`src/hdl/rgsd_pkg.sv`:
```
// rgsd_pkg: shared types and constants of the run-length glyph span decoder
// used by rgsd_front, rgsd_engine and rle_glyph_span_decoder
// no dependencies
package rgsd_pkg;

  localparam int unsigned BYTE_W     = 8;
  localparam int unsigned BUF_W      = 16;
  localparam int unsigned CNT_W      = 5;
  localparam int unsigned ACC_W      = 12;
  localparam int unsigned ACC_MAX    = 4095;
  localparam int unsigned POS_W      = 16;
  localparam int unsigned LEN_W      = 7;
  localparam int unsigned ORG_W      = 15;
  localparam int unsigned CFG_IDX_W  = 3;
  localparam int unsigned CFG_DATA_W = 15;
  localparam int unsigned MAX_RUN_BITS = 8;
  localparam int unsigned QDEPTH     = 2;
  localparam int unsigned QPTR_W     = 1;
  localparam int unsigned QCNT_W     = 2;

  // register index map of the configuration port
  typedef enum logic [CFG_IDX_W-1:0] {
    REG_RUN_BITS       = 3'd0,
    REG_GLYPH_WIDTH    = 3'd1,
    REG_GLYPH_HEIGHT   = 3'd2,
    REG_FIRST_POLARITY = 3'd3,
    REG_ORIGIN_X       = 3'd4,
    REG_ORIGIN_Y       = 3'd5
  } cfg_reg_e;

  typedef enum logic [1:0] {
    ST_IDLE,
    ST_FIELD,
    ST_RUN,
    ST_FLUSH
  } eng_st_e;

  typedef struct packed {
    logic [3:0]       run_bits;
    logic [6:0]       glyph_width;
    logic [5:0]       glyph_height;
    logic             first_polarity;
    logic [ORG_W-1:0] origin_x;
    logic [ORG_W-1:0] origin_y;
  } cfg_t;

  typedef struct packed {
    logic [POS_W-1:0] x;
    logic [POS_W-1:0] y;
    logic [LEN_W-1:0] len;
    logic             last;
  } span_t;

endpackage

```
`src/hdl/rgsd_front.sv`:
```
// rgsd_front: input side, a two-entry byte queue in front of the decode engine
// depends on rgsd_pkg
module rgsd_front
  import rgsd_pkg::*;
(
  input  logic              clk_i,
  input  logic              rst_ni,
  input  logic              in_valid_i,
  output logic              in_ready_o,
  input  logic [BYTE_W-1:0] data_byte_i,
  output logic              byte_vld_o,
  output logic [BYTE_W-1:0] byte_o,
  input  logic              byte_pop_i
);

  logic [BYTE_W-1:0] mem_q [QDEPTH];
  logic [QPTR_W-1:0] wr_ptr_q, wr_ptr_d;
  logic [QPTR_W-1:0] rd_ptr_q, rd_ptr_d;
  logic [QCNT_W-1:0] cnt_q, cnt_d;
  logic              push, pop;

  assign in_ready_o = (cnt_q != QCNT_W'(QDEPTH));
  assign byte_vld_o = (cnt_q != '0);
  assign byte_o     = mem_q[rd_ptr_q];
  assign push       = in_valid_i & in_ready_o;
  assign pop        = byte_pop_i & byte_vld_o;

  always_comb begin
    wr_ptr_d = push ? wr_ptr_q + 1'b1 : wr_ptr_q;
    rd_ptr_d = pop ? rd_ptr_q + 1'b1 : rd_ptr_q;
    cnt_d    = cnt_q + QCNT_W'(push) - QCNT_W'(pop);
  end

  always_ff @(posedge clk_i or negedge rst_ni) begin
    if (!rst_ni) begin
      wr_ptr_q <= '0;
      rd_ptr_q <= '0;
      cnt_q    <= '0;
    end else begin
      wr_ptr_q <= wr_ptr_d;
      rd_ptr_q <= rd_ptr_d;
      cnt_q    <= cnt_d;
    end
  end

  always_ff @(posedge clk_i) begin
    if (push) begin
      mem_q[wr_ptr_q] <= data_byte_i;
    end
  end

endmodule

```
`src/hdl/rgsd_engine.sv`:
```
// rgsd_engine: back end, unpacks run fields and cuts lit runs into row spans
// depends on rgsd_pkg
module rgsd_engine
  import rgsd_pkg::*;
#(
  parameter int unsigned MAX_GLYPH_WIDTH  = 64,
  parameter int unsigned MAX_GLYPH_HEIGHT = 32
) (
  input  logic              clk_i,
  input  logic              rst_ni,
  input  cfg_t              cfg_i,
  input  logic              cfg_wr_i,
  input  logic              byte_vld_i,
  input  logic [BYTE_W-1:0] byte_i,
  output logic              byte_pop_o,
  output logic              span_vld_o,
  output span_t             span_o,
  input  logic              span_rdy_i
);

  localparam int unsigned COL_W = (MAX_GLYPH_WIDTH > 1) ? $clog2(MAX_GLYPH_WIDTH) : 1;
  localparam int unsigned W_W   = $clog2(MAX_GLYPH_WIDTH + 1);
  localparam int unsigned ROW_W = (MAX_GLYPH_HEIGHT > 1) ? $clog2(MAX_GLYPH_HEIGHT) : 1;
  localparam int unsigned H_W   = $clog2(MAX_GLYPH_HEIGHT + 1);
  localparam int unsigned RI_W  = ROW_W + 1;

  eng_st_e           st_q, st_d;
  logic [BUF_W-1:0]  buf_q, buf_d;
  logic [CNT_W-1:0]  cnt_q, cnt_d;
  logic [COL_W-1:0]  col_q, col_d;
  logic [ROW_W-1:0]  row_q, row_d;
  logic              on_q, on_d;
  logic              run_on_q, run_on_d;
  logic [ACC_W-1:0]  acc_q, acc_d;
  logic [ACC_W-1:0]  len_q, len_d;
  logic              done_q, done_d;
  logic              rearm_q, rearm_d;
  span_t             pend_q, pend_d;
  logic              pend_vld_q, pend_vld_d;

  logic [3:0]        bits_eff;
  logic [W_W-1:0]    w_eff;
  logic [H_W-1:0]    h_eff;
  logic              raw;
  logic [7:0]        mask;
  logic [7:0]        field;
  logic              field_full;
  logic              avail;
  logic [ACC_W:0]    acc_sum;
  logic [ACC_W-1:0]  acc_sat;
  logic [W_W-1:0]    seg_room;
  logic              seg_wrap;
  logic [LEN_W-1:0]  seg_len;
  logic [RI_W-1:0]   row_inc;
  logic              last_row;
  logic              emit_seg;
  logic              stall;
  logic              arm;
  span_t             seg;

  // effective header, oversize values clamp
  always_comb begin
    bits_eff = (cfg_i.run_bits > 4'(MAX_RUN_BITS)) ? 4'(MAX_RUN_BITS) : cfg_i.run_bits;
    w_eff    = (cfg_i.glyph_width > 7'(MAX_GLYPH_WIDTH)) ? W_W'(MAX_GLYPH_WIDTH)
                                                         : W_W'(cfg_i.glyph_width);
    h_eff    = (cfg_i.glyph_height > 6'(MAX_GLYPH_HEIGHT)) ? H_W'(MAX_GLYPH_HEIGHT)
                                                           : H_W'(cfg_i.glyph_height);
    raw      = (bits_eff == 4'd1);
    mask     = 8'((9'd1 << bits_eff) - 9'd1);
    field    = buf_q[7:0] & mask;
    field_full = (field == mask);
    avail    = raw ? (cnt_q != '0) : (cnt_q >= CNT_W'(bits_eff));
    // an all-ones field adds the mask, any other field adds its value plus one
    acc_sum  = (ACC_W+1)'(acc_q) + (ACC_W+1)'(field)
             + (field_full ? (ACC_W+1)'(0) : (ACC_W+1)'(1));
    acc_sat  = (acc_sum > (ACC_W+1)'(ACC_MAX)) ? ACC_W'(ACC_MAX) : acc_sum[ACC_W-1:0];
  end

  // one row segment of the current run
  always_comb begin
    seg_room = w_eff - W_W'(col_q);
    seg_wrap = (len_q >= ACC_W'(seg_room));
    seg_len  = seg_wrap ? LEN_W'(seg_room) : LEN_W'(len_q);
    row_inc  = RI_W'(row_q) + RI_W'(1);
    last_row = (row_inc >= RI_W'(h_eff));
    seg.x    = {cfg_i.origin_x[ORG_W-1], cfg_i.origin_x} + POS_W'(col_q);
    seg.y    = {cfg_i.origin_y[ORG_W-1], cfg_i.origin_y} + POS_W'(row_q);
    seg.len  = seg_len;
    seg.last = 1'b0;
  end

  assign arm      = (st_q == ST_IDLE) && rearm_q;
  assign emit_seg = (st_q == ST_RUN) && run_on_q;
  assign stall    = emit_seg && pend_vld_q && !span_rdy_i;

  // next state
  always_comb begin
    st_d = st_q;
    case (st_q)
      ST_IDLE: begin
        if (!rearm_q && byte_vld_i && !done_q) begin
          st_d = ST_FIELD;
        end
      end
      ST_FIELD: begin
        if (done_q || !avail) begin
          st_d = ST_FLUSH;
        end else if (raw || !field_full) begin
          st_d = ST_RUN;
        end
      end
      ST_RUN: begin
        if (!stall && (!seg_wrap || last_row || (len_q == ACC_W'(seg_room)))) begin
          st_d = ST_FIELD;
        end
      end
      ST_FLUSH: begin
        if (!pend_vld_q || span_rdy_i) begin
          st_d = ST_IDLE;
        end
      end
      default: st_d = ST_IDLE;
    endcase
  end

  // outputs
  always_comb begin
    byte_pop_o = (st_q == ST_IDLE) && !rearm_q && byte_vld_i;
    span_vld_o = pend_vld_q && (emit_seg || (st_q == ST_FLUSH));
    span_o      = pend_q;
    span_o.last = (st_q == ST_FLUSH);
  end

  // datapath
  always_comb begin
    buf_d      = buf_q;
    cnt_d      = cnt_q;
    col_d      = col_q;
    row_d      = row_q;
    on_d       = on_q;
    run_on_d   = run_on_q;
    acc_d      = acc_q;
    len_d      = len_q;
    done_d     = done_q;
    pend_d     = pend_q;
    pend_vld_d = pend_vld_q;
    rearm_d    = cfg_wr_i | (rearm_q & (st_q != ST_IDLE));
    if (arm) begin
      buf_d  = '0;
      cnt_d  = '0;
      col_d  = '0;
      row_d  = '0;
      acc_d  = '0;
      on_d   = cfg_i.first_polarity;
      done_d = (bits_eff == '0) || (w_eff == '0) || (h_eff == '0);
    end else begin
      case (st_q)
        ST_IDLE: begin
          if (byte_vld_i && !done_q) begin
            buf_d = buf_q | (BUF_W'(byte_i) << cnt_q[3:0]);
            cnt_d = cnt_q + CNT_W'(BYTE_W);
          end
        end
        ST_FIELD: begin
          if (!done_q && avail) begin
            if (raw) begin
              buf_d    = buf_q >> 1;
              cnt_d    = cnt_q - CNT_W'(1);
              on_d     = buf_q[0];
              run_on_d = buf_q[0];
              len_d    = ACC_W'(1);
            end else begin
              buf_d = buf_q >> bits_eff;
              cnt_d = cnt_q - CNT_W'(bits_eff);
              if (field_full) begin
                // all-ones field continues the run
                acc_d = acc_sat;
              end else begin
                len_d    = acc_sat;
                run_on_d = on_q;
                on_d     = !on_q;
                acc_d    = '0;
              end
            end
          end
        end
        ST_RUN: begin
          if (!stall) begin
            if (emit_seg) begin
              pend_d     = seg;
              pend_vld_d = 1'b1;
            end
            if (seg_wrap) begin
              len_d = len_q - ACC_W'(seg_room);
              col_d = '0;
              row_d = row_inc[ROW_W-1:0];
              if (last_row) begin
                done_d = 1'b1;
              end
            end else begin
              len_d = '0;
              col_d = col_q + COL_W'(len_q);
            end
          end
        end
        ST_FLUSH: begin
          if (span_rdy_i) begin
            pend_vld_d = 1'b0;
          end
        end
        default: ;
      endcase
    end
  end

  always_ff @(posedge clk_i or negedge rst_ni) begin
    if (!rst_ni) begin
      st_q       <= ST_IDLE;
      buf_q      <= '0;
      cnt_q      <= '0;
      col_q      <= '0;
      row_q      <= '0;
      on_q       <= 1'b0;
      acc_q      <= '0;
      done_q     <= 1'b0;
      rearm_q    <= 1'b0;
      pend_vld_q <= 1'b0;
    end else begin
      st_q       <= st_d;
      buf_q      <= buf_d;
      cnt_q      <= cnt_d;
      col_q      <= col_d;
      row_q      <= row_d;
      on_q       <= on_d;
      acc_q      <= acc_d;
      done_q     <= done_d;
      rearm_q    <= rearm_d;
      pend_vld_q <= pend_vld_d;
    end
  end

  always_ff @(posedge clk_i) begin
    run_on_q <= run_on_d;
    len_q    <= len_d;
    pend_q   <= pend_d;
  end

endmodule

```
`src/hdl/rle_glyph_span_decoder.sv`:
```
// rle_glyph_span_decoder: top level, header registers, byte queue, engine, span output stage
// depends on rgsd_pkg, rgsd_front, rgsd_engine
//
// usage
// - load the glyph header on the cfg channel (index 0..5: run_bits, glyph_width,
//   glyph_height, first_polarity, origin_x, origin_y); a write to index 0..5 re-arms
//   the decoder for a new glyph, indexes 6 and 7 are dropped; cfg_ready_o is always high
// - feed compressed bytes on in_*; each item is one byte, read lsb first
// - every lit row segment comes out on out_* as x, y, length; last_span marks the
//   final span caused by one byte, a byte that lights nothing gives no item
// - byte queue: a two-entry byte queue takes bytes while the engine works; the engine
//   takes one byte at a time in ST_IDLE, steps through ST_FIELD for each run field and
//   ST_RUN for each row segment of each run, then ST_FLUSH; in raw one-bit mode each
//   pixel is its own run; a byte that arrives after the glyph is finished is popped
//   and dropped
// - a span is held back in a pending register so the last marker can be set; it
//   passes to the output register when the engine cuts the next span of the byte or
//   reaches ST_FLUSH
// - a full output register with out_ready_i low stalls the engine; the queue keeps
//   taking bytes until both entries are used
// - reset loads the header defaults (raw mode, 8x8, origin 0) and puts the engine at the start of a glyph
module rle_glyph_span_decoder
  import rgsd_pkg::*;
#(
  parameter int unsigned MAX_GLYPH_WIDTH  = 64,
  parameter int unsigned MAX_GLYPH_HEIGHT = 32
) (
  input  logic                    clk_i,
  input  logic                    rst_ni,
  // configuration writes
  input  logic                    cfg_valid_i,
  output logic                    cfg_ready_o,
  input  logic [CFG_IDX_W-1:0]    cfg_index_i,
  input  logic [CFG_DATA_W-1:0]   cfg_data_i,
  // byte stream
  input  logic                    in_valid_i,
  output logic                    in_ready_o,
  input  logic [BYTE_W-1:0]       data_byte_i,
  // span stream
  output logic                    out_valid_o,
  input  logic                    out_ready_i,
  output logic signed [POS_W-1:0] span_x_o,
  output logic signed [POS_W-1:0] span_y_o,
  output logic [LEN_W-1:0]        span_length_o,
  output logic                    last_span_o
);

  cfg_t              cfg_q, cfg_d;
  logic              cfg_wr;
  logic              byte_vld;
  logic [BYTE_W-1:0] byte_data;
  logic              byte_pop;
  logic              span_vld;
  logic              span_rdy;
  span_t             span;
  span_t             out_q;
  logic              out_vld_q, out_vld_d;

  // header registers, always writable
  assign cfg_ready_o = 1'b1;
  assign cfg_wr      = cfg_valid_i;

  always_comb begin
    cfg_d = cfg_q;
    if (cfg_wr) begin
      case (cfg_reg_e'(cfg_index_i))
        REG_RUN_BITS:       cfg_d.run_bits       = cfg_data_i[3:0];
        REG_GLYPH_WIDTH:    cfg_d.glyph_width    = cfg_data_i[6:0];
        REG_GLYPH_HEIGHT:   cfg_d.glyph_height   = cfg_data_i[5:0];
        REG_FIRST_POLARITY: cfg_d.first_polarity = cfg_data_i[0];
        REG_ORIGIN_X:       cfg_d.origin_x       = cfg_data_i[ORG_W-1:0];
        REG_ORIGIN_Y:       cfg_d.origin_y       = cfg_data_i[ORG_W-1:0];
        default: ;
      endcase
    end
  end

  // an index beyond the register list does not re-arm
  logic cfg_known;
  assign cfg_known = cfg_wr && (cfg_index_i <= CFG_IDX_W'(REG_ORIGIN_Y));

  always_ff @(posedge clk_i or negedge rst_ni) begin
    if (!rst_ni) begin
      cfg_q.run_bits       <= 4'd1;
      cfg_q.glyph_width    <= 7'd8;
      cfg_q.glyph_height   <= 6'd8;
      cfg_q.first_polarity <= 1'b0;
      cfg_q.origin_x       <= '0;
      cfg_q.origin_y       <= '0;
    end else begin
      cfg_q <= cfg_d;
    end
  end

  // front end: byte queue
  rgsd_front u_front (
    .clk_i       (clk_i),
    .rst_ni      (rst_ni),
    .in_valid_i  (in_valid_i),
    .in_ready_o  (in_ready_o),
    .data_byte_i (data_byte_i),
    .byte_vld_o  (byte_vld),
    .byte_o      (byte_data),
    .byte_pop_i  (byte_pop)
  );

  // back end: field unpacking and span cutting
  rgsd_engine #(
    .MAX_GLYPH_WIDTH  (MAX_GLYPH_WIDTH),
    .MAX_GLYPH_HEIGHT (MAX_GLYPH_HEIGHT)
  ) u_engine (
    .clk_i      (clk_i),
    .rst_ni     (rst_ni),
    .cfg_i      (cfg_q),
    .cfg_wr_i   (cfg_known),
    .byte_vld_i (byte_vld),
    .byte_i     (byte_data),
    .byte_pop_o (byte_pop),
    .span_vld_o (span_vld),
    .span_o     (span),
    .span_rdy_i (span_rdy)
  );

  // output register, refilled in the cycle it drains
  assign span_rdy = !out_vld_q || out_ready_i;

  always_comb begin
    out_vld_d = out_vld_q;
    if (span_rdy) begin
      out_vld_d = span_vld;
    end
  end

  always_ff @(posedge clk_i or negedge rst_ni) begin
    if (!rst_ni) begin
      out_vld_q <= 1'b0;
    end else begin
      out_vld_q <= out_vld_d;
    end
  end

  always_ff @(posedge clk_i) begin
    if (span_rdy && span_vld) begin
      out_q <= span;
    end
  end

  assign out_valid_o   = out_vld_q;
  assign span_x_o      = out_q.x;
  assign span_y_o      = out_q.y;
  assign span_length_o = out_q.len;
  assign last_span_o   = out_q.last;

`ifndef SYNTHESIS
  // a span never covers zero pixels or more than MAX_GLYPH_WIDTH pixels
  a_span_len: assert property (@(posedge clk_i) disable iff (!rst_ni)
    out_vld_q |-> (out_q.len != '0) && (out_q.len <= LEN_W'(MAX_GLYPH_WIDTH)))
    else $error("span length out of range");

  // the engine holds an offered span until the output stage takes it
  a_eng_hold: assert property (@(posedge clk_i) disable iff (!rst_ni)
    span_vld && !span_rdy |=> span_vld && $stable(span))
    else $error("engine dropped or changed a stalled span");

  // the output stage only loads when empty or draining
  a_out_load: assert property (@(posedge clk_i) disable iff (!rst_ni)
    out_vld_q && !out_ready_i |=> out_vld_q && $stable(out_q))
    else $error("output register overwritten while stalled");
`endif

endmodule
```
`config.mk`:
```
export PLATFORM = sky130hd
export DESIGN_NAME = rle_glyph_span_decoder
export DESIGN_NICKNAME = d
export VERILOG_FILES = /design/src/hdl/rgsd_pkg.sv /design/src/hdl/rgsd_front.sv /design/src/hdl/rgsd_engine.sv /design/src/hdl/rle_glyph_span_decoder.sv
export SDC_FILE = /design/constraint.sdc
export NUM_CORES = 1
export LEC_CHECK = 0
export ABC_AREA = 1
export BUFFER_PORTS_ARGS = -buffer_cell sky130_fd_sc_hd__buf_2
export CORE_MARGIN = 2
export CORE_UTILIZATION = 55
export CTS_CLUSTER_SIZE = 16
export DETAILED_ROUTE_END_ITERATION = 7
export PLACE_DENSITY = 0.83
export SLEW_MARGIN = 10
export SYNTH_ARGS = -nofsm -noshare
export SYNTH_HDL_FRONTEND = slang
export SYNTH_SLANG_ARGS = --single-unit
export TNS_END_PERCENT = 20
```
`constraint.sdc`:
```
create_clock -name clk_i -period 11.53 [get_ports clk_i]
set_input_delay 1.7295 -clock clk_i [delete_from_list [all_inputs] [get_ports clk_i]]
set_output_delay 1.7295 -clock clk_i [all_outputs]
set_load 0.01 [all_outputs]
```
==> flow_metrics.py, run 1 <==
metrics = {
    "finish": {
        "diodes": 0,
        "syn2layout_area_growth_pct": 10.63,
        "drive_gt1_share_pct": 9.653,
        "num-fill-cells": 1824,
        "multiInputGateArea_mm2": 0.005537,
        "nets": 1628,
        "regArea_mm2": 0.005824,
    },
    "power_and_ir_drop": {
        "irDropWorstVdd_v": 0.0001846,
        "power_frac_seq_pct": 36.1,
        "p_sw_mw": 1.462,
        "cellPowerDensity_mw_per_mm2": 255.1,
        "p_leak_nw": 6.415,
        "p_clk_share_pct": 20.4,
        "p_int_mw": 1.972,
        "comb_power_share_pct": 43.5,
        "power.share.switching_pct": 42.58,
    },
    "floorplan": {
        "die-area_mm2": 0.02333,
        "fp.coreArea_mm2": 0.02176,
        "start_util_pct": 55.92,
        "num_io_pins": 74,
        "rows": 54,
        "die_h_um": 152.7,
        "fp.dieW_um": 152.7,
    },
    "synth": {
        "ys_ff_latch": 211,
        "synth-main-ff-cell": "edfxtp_1",
        "synth-xor-area-share_pct": 3.887,
        "synth_warnings": 0,
        "synth_edf_count": 108,
        "syn_area_mm2": 0.01217,
        "muxShareOfSynthArea_pct": 0,
        "synth-simple-area-share_pct": 26.42,
        "synth_nets": 1565,
        "synth_top_family_by_area": "simple AND/OR/NAND/NOR gates",
        "synth_cell_type_count": 46,
        "synth_adder_area_share_pct": 6.561,
        "synth-compound-area-share_pct": 8.546,
        "avgSynthCellArea_um2": 8.249,
        "ys_async_sr_fraction_pct": 48.82,
        "yosysSeqAreaShare_pct": 47.87,
        "syn_inst": 1475,
    },
    "routing": {
        "via_per_inst": 5.621,
        "vias": 10308,
        "drt_drc_violations_left": 0,
        "firstDrtPassIters": 5,
        "drt-initial-drc-count": 728,
        "routedWlPerCell_um": 16.31,
        "drt_wl_total_um": 29910,
        "antenna_left": 0,
    },
    "sta": {
        "max_slew_margin_pct": 27.83,
        "final-setup-viol-count": 0,
        "slew_viol_final": 0,
        "max_freq_mhz": 207.9,
        "setup_ws_ns": 6.719,
        "fin_crit_ns": 4.811,
        "rsz0062_at_grt": "false",
        "period_share_pct": 41.72,
        "finalSetupTns_ns": 0,
        "worst_slew_pin_slew_ns": 1.082,
        "hold_violations": 0,
        "clock_skew_ns": 0.01266,
    },
    "clock_network": {
        "htreeDepth": 1,
        "clk_latency_ns": 0.53,
        "cts_buffer_depth": 3,
        "cts_hold_buf": 0,
        "cts_made_buffers": 22,
        "path_clk_slew_ns": 0.06,
        "cts_sinks": 211,
        "cts_setup_buffers": 0,
        "cts_resized": 0,
        "cts-root-buf": "clkbuf_16",
        "cts_tree": "built",
    },
    "run": {
        "maxCapViolations": 0,
    },
    "worst_setup_path": {
        "critPathCaptureType": "register",
        "r2r-end": "u_engine.len_q[2]",
        "startpoint_type": "register",
        "required_ns": 11.80,
        "reg2reg_depth": 22,
        "r2r_start": "cfg_q[47]",
        "worstSetupPathType": "reg2reg",
        "worstPathArrival_ns": 5.08,
        "endpoint": "u_engine.len_q[2]",
        "path_max_fanout": 18,
        "startpoint": "cfg_q[47]",
        "reg2reg_slack_ns": 6.72,
    },
    "placed_design": {
        "portBuffers": 72,
        "routabilityCongestion": 0.9135,
        "hpwl_um": 21660,
        "dp_slack_ns": 6.838,
    },
    "status": {
        "status": "finished, final reports clean",
    },
    "global_routing": {
        "gr-total-overflow": 0,
        "track_usage_pct": 25.80,
        "grt_max_degree": 57,
        "grt_pass1_wl_um": 49340,
        "grt_pass1_vias": 10006,
        "antenna_found_initial": 0,
    },
    "min_path": {
        "worstHoldPathType": "reg2reg",
    },
}
## registers in the layout (all words and copies together) (netlist names), 2 cells and up
signal / cells
span_x_o: 16
u_engine.acc_q: 12
u_engine.st_q: 2
span_length_o: 7
u_engine.span_o: 39
u_front.mem_q: 16
u_engine.buf_q: 16
u_engine.row_q: 5
cfg_q: 48
span_y_o: 16
u_front.cnt_q: 2
u_engine.len_q: 12
u_engine.cnt_q: 5
u_engine.col_q: 6
## layout make-up
class,instances,share of cell area [%]
Multi-Input combinational cell,1056,41.13
Tap cell,280,2.603
Clock inverter,8,0.6135
Clock buffer,32,4.666
Sequential cell,211,43.27
Inverter,170,4.741
Timing Repair Buffer,77,2.975
## metrics by stage
step / cell area, µm² / cells / total power [mW] / hold slack (ns) / util (%)
after floorplan: 12170 / 1475 / 2.322 / 0.4003 / -
after CTS: 13460 / 1834 / 3.431 / 0.4190 / 61.87
after detailed placement: 12750 / 1794 / 2.715 / 0.4045 / 58.60
final: 13460 / 1834 / 3.434 / 0.4183 / 61.87
after global routing: 13460 / 1834 / 3.698 / 0.4370 / 61.87
after global placement: 12750 / 1794 / 2.664 / 0.4006 / 58.60
## synth_stat cells (2+ instances only)
cell type  instances  area share [%]
a21boi_0           2            0.12
a21o_1             3            0.19
a21oi_1           45             1.9
buf_2             14            0.58
buf_4              2            0.12
clkbuf_1          20            0.62
dfrtp_1          100              21
dfstp_2            3            0.65
edfxtp_1         108              27
fa_1               8             1.3
ha_1              51             5.2
inv_1            160             4.9
inv_2             10            0.31
nand2_1          417              13
nand2_2            4            0.21
nand2_4            2            0.19
nand3_1          178             7.3
nand3_2            2            0.16
nand3b_1           5            0.31
nand4_1           17            0.87
nor2_1            98             3.0
nor2_2             9            0.46
nor2_4             2            0.19
nor3_1             9            0.37
o211ai_1           6            0.37
o21a_1             4            0.25
o21ai_0           98             4.0
o21ai_1           16            0.66
o21bai_1           3            0.19
o22ai_1            5            0.26
o31ai_1            4            0.25
or2_2              4            0.21
xnor2_1           17             1.2
xor2_1            37             2.7
## routing by layer
metal / wire, µm / GRT usage [%] / up-vias
li1: - / - / 5019
met1: 12190 / 33.25 / 4797
met2: 14620 / 44.50 / 402
met3: 1925 / 3.726 / 90
met4: 1170 / 9.480 / 0
met5: 0 / 0 / -
## worst max-delay path, cell delays in order, from the launching register on
cell and delay (ns):
dfrtp_1 0.75, inv_2 0.31, nand2_4 0.30, nand3_4 0.24
ha_1 0.38, or2_2 0.10, nand3_1 0.09, inv_1 0.07
nand3_1 0.07, nor2_1 0.14, nand2_2 0.10, fa_1 0.42
inv_1 0.11, fa_1 0.19, inv_1 0.07, nand3_1 0.07
nand2_1 0.08, a21oi_1 0.32, nor2_1 0.08, nand2_1 0.29
o21ai_0 0.21, nand2_1 0.09, o21ai_0 0.07
## cells by family (layout without fill, tap and decap cells)
group	after synthesis	after routing
buffers and inverters	208	287
adder cells (fa/ha/maj)	59	59
flip-flops	211	211
AO/OA/AOI/OAI	192	192
AND/OR/NAND/NOR	750	750
other	1	1
XOR/XNOR	54	54
## power by group through the flow
stage / registers [mW] / logic [mW] / clock network [mW]
after global placement: 1.23 / 1.43 / 0
final: 1.24 / 1.49 / 0.701
after global routing: 1.26 / 1.69 / 0.742
after detailed placement: 1.25 / 1.47 / 0
after floorplan: 1.20 / 1.13 / 0
after CTS: 1.23 / 1.48 / 0.713
## cell usage in the layout (no fill, tap or decap), types with 45 or more instances in the layout
cell / n
nand2_1: 417
nand3_1: 178
inv_1: 160
edfxtp_1: 108
dfrtp_1: 100
o21ai_0: 98
nor2_1: 97
buf_2: 71
ha_1: 51
a21oi_1: 45
## worst min-delay path by stage
stage                                    from          endpoint  slack (ns)  depth (start not counted)
final                     u_engine.span_o[29]       span_x_o[5]        0.42                          0
after global routing       u_engine.span_o[7]  span_length_o[6]        0.44                          0
after CTS                 u_engine.span_o[29]       span_x_o[5]        0.42                          0
after detailed placement  u_engine.span_o[34]      span_x_o[10]        0.40                          0
after global placement    u_engine.span_o[21]      span_y_o[13]        0.40                          0
after floorplan            u_engine.span_o[1]  span_length_o[0]        0.40                          0
Note: power is estimated with default switching activity, not from simulation.
==> run 2, diff against run 1 <==
Clock period 11.53 ns to 4.7 ns, I/O delays scaled along.
==> flow_metrics.py, run 2 (synthesized netlist as in run 1, its figures left out) <==
metrics = {
    "power_and_ir_drop": {
        "comb_power_share_pct": 42.9,
        "p_total_mw": 8.744,
        "irDropWorstVdd_v": 0.0005612,
        "p_int_mw": 5.068,
        "p_leak_nw": 6.504,
        "power.share.switching_pct": 42.04,
        "p_clk_share_pct": 22.6,
        "p_sw_mw": 3.676,
        "power_frac_seq_pct": 34.5,
        "cellPowerDensity_mw_per_mm2": 641.2,
    },
    "worst_setup_path": {
        "worstSetupPathType": "reg2reg",
        "worstPathArrival_ns": 4.72,
        "crit_path_cell_trace": "nor2_1 -> nand4_1 -> nand2_1 -> inv_1 -> nor2_1 -> ha_1 -> a21oi_1 -> nand2_1 -> a21o_1 -> a21oi_1 -> xor2_1 -> inv_1 -> ha_1 -> nand2_1 -> nand2_1 -> nand2_1 -> nand2_1 -> nor2_1 -> nand2_1 -> nor2_2 -> nand2_1 -> nand2_1 -> nor2_1 -> o21a_1",
        "path_max_fanout": 10,
        "required_ns": 5.12,
        "critPathCaptureType": "register",
        "crit_path_max_incr_delay_ns": 0.39,
        "crit_path_frequent_cell": "nand2_1",
        "cp_slowest_cell": "dfrtp_1",
        "reg2reg_slack_ns": 0.40,
        "startpoint_type": "register",
    },
    "finish": {
        "top_register": "cfg_q",
        "diodes": 0,
        "final_common_cell": "nand2_1",
        "syn2layout_area_growth_pct": 12.07,
        "multiInputGateArea_mm2": 0.005537,
        "mostFrequentLayoutCells": "nand2_1, nand3_1, inv_1, edfxtp_1, dfrtp_1",
        "nets": 1635,
        "drive_gt1_share_pct": 10.37,
        "num-fill-cells": 1765,
        "largest_reg_flops": 48,
        "regArea_mm2": 0.005824,
    },
    "sta": {
        "rsz0062_at_grt": "false",
        "slew_viol_final": 0,
        "worst_slew_pin_slew_ns": 0.9554,
        "max_freq_mhz": 232.6,
        "fin_crit_ns": 4.300,
        "setup_ws_ns": 0.4001,
        "clock_skew_ns": 0.02129,
        "finalSetupTns_ns": 0,
        "final-setup-viol-count": 0,
        "max_slew_margin_pct": 36.24,
        "hold_violations": 0,
        "period_share_pct": 91.49,
        "fin_hold_ws_ns": 0.2468,
    },
    "floorplan": {
        "fp.dieW_um": 152.7,
        "die_h_um": 152.7,
        "fp.coreArea_mm2": 0.02176,
        "die-area_mm2": 0.02333,
        "rows": 54,
        "start_util_pct": 55.92,
        "num_io_pins": 74,
    },
    "clock_network": {
        "cts_setup_buffers": 0,
        "cts_buffer_depth": 3,
        "clk_latency_ns": 0.53,
        "cts_made_buffers": 23,
        "cts_tree": "built",
        "cts_resized": 0,
        "cts-root-buf": "clkbuf_16",
        "path_clk_slew_ns": 0.07,
        "cts_hold_buf": 0,
        "htreeDepth": 1,
        "cts_sinks": 211,
    },
    "global_routing": {
        "grt_pass1_wl_um": 48980,
        "grt_max_degree": 64,
        "antenna_found_initial": 0,
        "gr-total-overflow": 0,
        "track_usage_pct": 25.31,
        "grt_pass1_vias": 10296,
    },
    "placed_design": {
        "dp_slack_ns": 0.5881,
        "routabilityCongestion": 0.9461,
        "hpwl_um": 21310,
        "portBuffers": 72,
    },
    "status": {
        "status": "finished, final reports clean",
    },
    "routing": {
        "antenna_left": 0,
        "drt_wl_total_um": 29730,
        "met3_length_um": 2067,
        "highest_layer": "met4",
        "wl_met2_um": 14670,
        "drt_drc_violations_left": 0,
        "via_per_inst": 5.693,
        "firstDrtPassIters": 5,
        "drt-initial-drc-count": 816,
        "routedWlPerCell_um": 16.14,
        "vias": 10486,
        "wl_met1_um": 11890,
    },
    "min_path": {
        "worstHoldPathType": "in2async",
    },
    "run": {
        "maxCapViolations": 0,
    },
}
==> run 2: per-stage QoR <==
stage	std cells	utilization (%)	instance area, µm²
6_report	1842	62.68	13640
5_1_grt	1842	62.68	13640
4_1_cts	1842	62.68	13640
3_5_place_dp	1800	58.81	12790
3_3_place_gp	1800	58.81	12790
2_1_floorplan	1475	-	12170
==> run 2: layer usage <==
metal	up-vias	GRT usage, %
met3	93	3.925
li1	5016	-
met4	0	9.436
met5	-	0
met1	4937	31.64
met2	440	44.50
==> run 2: worst max-delay path: cells and delay by family, from the launching register on <==
kind	cells	cell delay, ns
AND/OR/NAND/NOR	15	2.09
XOR/XNOR	1	0.23
AO/OA/AOI/OAI	4	0.68
buffers and inverters	2	0.14
adder cells (fa/ha/maj)	2	0.67
flip-flops	1	0.39
==> run 2: layout make-up <==
class	instances	area share, %
Timing Repair Buffer	83	3.267
Clock inverter	11	1.119
Sequential cell	211	42.71
Multi-Input combinational cell	1056	40.60
Clock buffer	31	5.047
Tap cell	280	2.569
Inverter	170	4.680
==> run 2: worst paths after layout <==
check / startpoint / cells after the start / end
worst max-delay path: cfg_q[42] / 24 / u_engine.done_q
worst min-delay path: rst_ni / 1 / u_engine.col_q[3]
worst max register to register: cfg_q[42] / 24 / u_engine.done_q
worst min register to register: u_engine.span_o[28] / 0 / span_x_o[4]
max in group asynchronous: rst_ni / 2 / u_engine.row_q[3]
min in group clk_i: data_byte_i[6] / 1 / u_front.mem_q[1][6]
==> run 2: power by group through the flow <==
stage          clock, mW  sequential (mW)  combinational [mW]
6_report            1.97             3.02                3.75
5_1_grt             2.06             3.07                4.24
4_1_cts             1.99             3.01                3.70
3_5_place_dp           0             3.04                3.66
3_3_place_gp           0             3.01                3.56
2_1_floorplan          0             2.93                2.76
